<file path="config.mk">
export PLATFORM = sky130hd
export DESIGN_NAME = ptb_ctrl
export DESIGN_NICKNAME = d
export VERILOG_FILES = /design/src/ptb_pkg.sv /design/src/ptb_ctrl.sv
export SDC_FILE = /design/constraint.sdc
export NUM_CORES = 1
export LEC_CHECK = 0
export BUFFER_PORTS_ARGS = -buffer_cell sky130_fd_sc_hd__buf_2
export CORE_AREA = 2 2 39 41
export DETAILED_ROUTE_END_ITERATION = 10
export DIE_AREA = 0 0 41 43
export GPL_TIMING_DRIVEN = 0
export MAX_ROUTING_LAYER = met4
export PLACE_DENSITY = 0.49
export RECOVER_POWER = 50
export REMOVE_ABC_BUFFERS = 1
export SYNTH_ARGS = -nofsm -noshare
export SYNTH_HDL_FRONTEND = slang
export SYNTH_SLANG_ARGS = --single-unit
</file>
<file path="constraint.sdc">
create_clock -name clk -period 2.6 [get_ports clk]
set_clock_uncertainty 0.1 [all_clocks]
set_input_delay 0 -clock clk [delete_from_list [all_inputs] [get_ports clk]]
set_output_delay 0 -clock clk [all_outputs]
set_load 0.02 [all_outputs]
</file>
<file path="src/ptb_pkg.sv">
package ptb_pkg;

  localparam int MAX_LEN_DEF  = 4096;
  localparam int ALPHABET_DEF = 10;
  localparam int FW           = 13;
  localparam int SW           = 4;

  localparam logic [3:0] OP_NONE     = 4'd0;
  localparam logic [3:0] OP_LOAD     = 4'd1;
  localparam logic [3:0] OP_WALK_RD  = 4'd2;
  localparam logic [3:0] OP_WALK_POS = 4'd3;
  localparam logic [3:0] OP_WALK_TST = 4'd4;
  localparam logic [3:0] OP_CH_RD    = 4'd5;
  localparam logic [3:0] OP_CH_META  = 4'd6;
  localparam logic [3:0] OP_CH_EVAL  = 4'd7;
  localparam logic [3:0] OP_OUT_OLD  = 4'd8;
  localparam logic [3:0] OP_CREATE   = 4'd9;
  localparam logic [3:0] OP_CLEAR    = 4'd10;

  typedef struct packed {
    logic op3;
  } unused_t;

  typedef struct packed {
    logic [3:0] op;
  } cmd_t;

  typedef struct packed {
    logic drop;
    logic ext;
    logic child_ok;
    logic mode1;
    logic clr_done;
  } stat_t;

endpackage

</file>
<file path="src/ptb_ctrl.sv">
module ptb_ctrl import ptb_pkg::*; (
  input  logic  clk,
  input  logic  rst_n,
  input  logic  start,
  input  stat_t stat,
  output cmd_t  cmd,
  output logic  busy
);
  localparam logic [3:0] S_IDLE = 4'd0;
  localparam logic [3:0] S_WA   = 4'd1;
  localparam logic [3:0] S_WB   = 4'd2;
  localparam logic [3:0] S_WC   = 4'd3;
  localparam logic [3:0] S_CA   = 4'd4;
  localparam logic [3:0] S_CB   = 4'd5;
  localparam logic [3:0] S_CC   = 4'd6;
  localparam logic [3:0] S_FIN  = 4'd7;
  localparam logic [3:0] S_CLR  = 4'd8;

  logic [3:0] state_r, state_nxt;
  logic       create_r, create_nxt;

  assign busy = (state_r != S_IDLE);

  always_comb begin
    state_nxt  = state_r;
    create_nxt = create_r;
    cmd.op     = OP_NONE;
    case (state_r)
      S_CLR: begin
        cmd.op = OP_CLEAR;
        if (stat.clr_done) state_nxt = S_IDLE;
      end
      S_IDLE: begin
        if (start) begin
          cmd.op = OP_LOAD;
          if (!stat.drop) state_nxt = S_WA;
        end
      end
      S_WA: begin
        cmd.op    = OP_WALK_RD;
        state_nxt = S_WB;
      end
      S_WB: begin
        cmd.op    = OP_WALK_POS;
        state_nxt = S_WC;
      end
      S_WC: begin
        cmd.op    = OP_WALK_TST;
        state_nxt = stat.ext ? S_CA : S_WA;
      end
      S_CA: begin
        cmd.op    = OP_CH_RD;
        state_nxt = S_CB;
      end
      S_CB: begin
        cmd.op    = OP_CH_META;
        state_nxt = S_CC;
      end
      S_CC: begin
        cmd.op = OP_CH_EVAL;
        if (stat.mode1) begin
          create_nxt = 1'b1;
          state_nxt  = S_FIN;
        end else if (stat.child_ok) begin
          create_nxt = 1'b0;
          state_nxt  = S_FIN;
        end else begin
          state_nxt = S_WA;
        end
      end
      S_FIN: begin
        cmd.op    = create_r ? OP_CREATE : OP_OUT_OLD;
        state_nxt = S_IDLE;
      end
      default: state_nxt = S_IDLE;
    endcase
  end

  always_ff @(posedge clk) begin
    if (!rst_n) begin
      state_r  <= S_CLR;
      create_r <= 1'b0;
    end else begin
      state_r  <= state_nxt;
      create_r <= create_nxt;
    end
  end
endmodule

</file>
==> impl_metrics.tcl <==
set metrics [dict create \
    outcome "finished, final reports clean" \
    dp_hpwl_microns 532 \
    power_density_nw_per_um2 417 \
    critPathBufInv 4 \
    design.die.area_sq_um 1760 \
    hold_ws_ps 103 \
    relSlewSlack 0.739 \
    drcViolationCount 0 \
    finalInstanceArea_sq_um 508 \
    ys_top_cells_by_area "dfxtp_1 (28%), buf_6 (6.2%), o21ai_0 (5.5%), nor2_1 (5.2%), o31a_1 (4.8%)" \
    core_sq_um 1380 \
    required_ps 2620 \
    yosys_warnings 0 \
    wl_per_cell_microns 10.5 \
    tightest_slew_ps 391 \
    cts_tree "done" \
    fin_crit_sh 0.734 \
    fmaxAchievable_mhz 524 \
    synth_cell_types 22 \
    ys_ff_latch 5 \
    ioPinCount 13 \
    initial_core_util 0.261 \
    crit_arrival_ps 1930 \
    fin_tns_setup_ps 0 \
    cts_made_buffers 3 \
    final_nets 73 \
    yosysTopAreaCell "dfxtp_1" \
    drtIter0Drc 3 \
    synthArstFlopShare 0 \
    hold_viol 0 \
    vias 363 \
    wl_microns 842 \
    fp-row-count 14 \
    drive_above_1_share 0.250 \
    postSynthAreaPerCell_sq_um 8.22 \
    synth_area_sq_um 362 \
    critPathTopFamily "buffers and inverters" \
    clk_pin_slew_ps 40 \
    insertion_delay_ps 240 \
    critPathCaptureType "flip-flop" \
    yosysSeqAreaShare 0.277 \
    antenna_found_initial 0 \
    grt_pass1_vias 318 \
    dieHeight_microns 43 \
    worstSetupStartpointType "input pin" \
    layout_commonest_cell "buf_2" \
    period_minus_slack_ps 1910 \
    cap_violations 0 \
    p_leak_nw 0.193 \
    io_buffers 12 \
    path_max_fanout 6 \
    stdcell_count 80 \
    n_antenna_cell 0 \
    rsz0062_at_grt "no" \
    dp_cells 68 \
    postCtsSetupBuffers 0 \
    htreeDepth 1 \
    clock-sinks 5 \
    slowest_stage "dlygate4sd3_1" \
    drtPass1Iterations 4 \
    syn_inst 44 \
    dpl_cell_area_sq_um 404 \
    synthFlopType "dfxtp_1" \
    critPathMostFrequentCell "dlygate4sd3_1" \
    syn2layout_area_growth_pct 40.5 \
    grt_first_pass_wirelength_microns 1300 \
    maxSlewViolCount 0 \
    finalSetupViolCount 0 \
    final_core_util 0.367 \
    setup_ws_ps 692 \
    mostFrequentLayoutCells "buf_2 (10), dlygate4sd3_1 (8), nor2_1 (5), dfxtp_1 (5)" \
    crit_chain "dlygate4sd3_1, buf_2, nand2_1, dlygate4sd3_1, mux2i_1, dlygate4sd3_1" \
    vdd.ir_drop.worst_v 0.000149 \
    grt_overflow 0 \
    clockBufferDepth 2 \
    max_stage_delay_ps 550 \
    synth_edf_count 0 \
    synth_top_area_frac 0.277 \
    critPathKind "in -> reg" \
    cts_root_buffer "clkbuf_4" \
    grt_usage 0.112 \
    gp_congestion 0.641 \
    die_w_microns 41 \
    final_antenna_net_count 0 \
    via_per_inst 4.54 \
    num-fill-cells 151 \
    preCtsSetupSlack_ps 1260 \
    finalPower_mw 0.212 \
    grt_max_degree 14 \
    hp-class "in -> reg" \
]
==> synth_stat cells, drive strengths merged (2+ instances only) <==
library cell / instances
dfxtp: 5
buf: 4
nor3b: 2
o21ai: 4
a21oi: 2
nand3b: 2
nor2b: 2
nand2: 4
nand2b: 2
o31a: 2
nor2: 5
==> what timing repair did <==
item	CTS	global route
hold buffers	8	0
hold endpoints to repair	5	0
resized for setup	0	0
==> worst paths after layout <==
kind / startpoint / cells after the start / to / slack, ps
setup / recovery: rst_n / 6 / create_r$_SDFFE_PN0P_ / 690
hold / removal: start / 4 / state_r[0]$_SDFFE_PN0P_ / 100
hold reg to reg: state_r[1]$_SDFFE_PN0P_ / 2 / state_r[0]$_SDFFE_PN0P_ / 500
setup reg to reg: state_r[3]$_SDFFE_PN1P_ / 4 / create_r$_SDFFE_PN0P_ / 820
==> cell families (layout without fill, tap and decap cells) <==
kind of cell | after synthesis | in the layout | synth area share
muxes | 1 | 1 | 0.0277
AOI/OAI and AO/OA | 13 | 13 | 0.253
xor gates and xnor gates | 1 | 1 | 0.0242
and+or+nand+nor | 19 | 19 | 0.304
DFF | 5 | 5 | 0.277
buffers and inverters | 5 | 25 | 0.114
==> flip-flops by register name (all words and copies together) (netlist names) <==
signal    flops
state_r       4
create_r      1
==> power breakdown <==
part	internal (mW)	switching, mW
sequential	0.0787	0.00506
combinational	0.0211	0.0184
clock	0.0580	0.0306
==> worst reg2reg max path: stages, from the launching register on <==
cell and delay [ps]:
dfxtp_1 410, nor2_1 200, o2111a_1 280, mux2i_1 190, dlygate4sd3_1 550
==> cell type report <==
class	instances	area [sq um]	area share
clock buffer	4	26.3	0.0517
multi-input combinational	34	220	0.433
timing repair buffer	20	138	0.271
inverter	1	3.75	0.00739
sequential	5	100	0.197
tap	16	20.0	0.0394
==> routing by layer <==
layer  routed length [microns]  up-vias  track usage
met5                         0        -            -
met4                         0        0       0.0800
met3                        19        0       0.0157
met2                       439        5        0.169
met1                       383      163        0.129
li1                          -      195            -
Power figures use the tool's default switching activity.
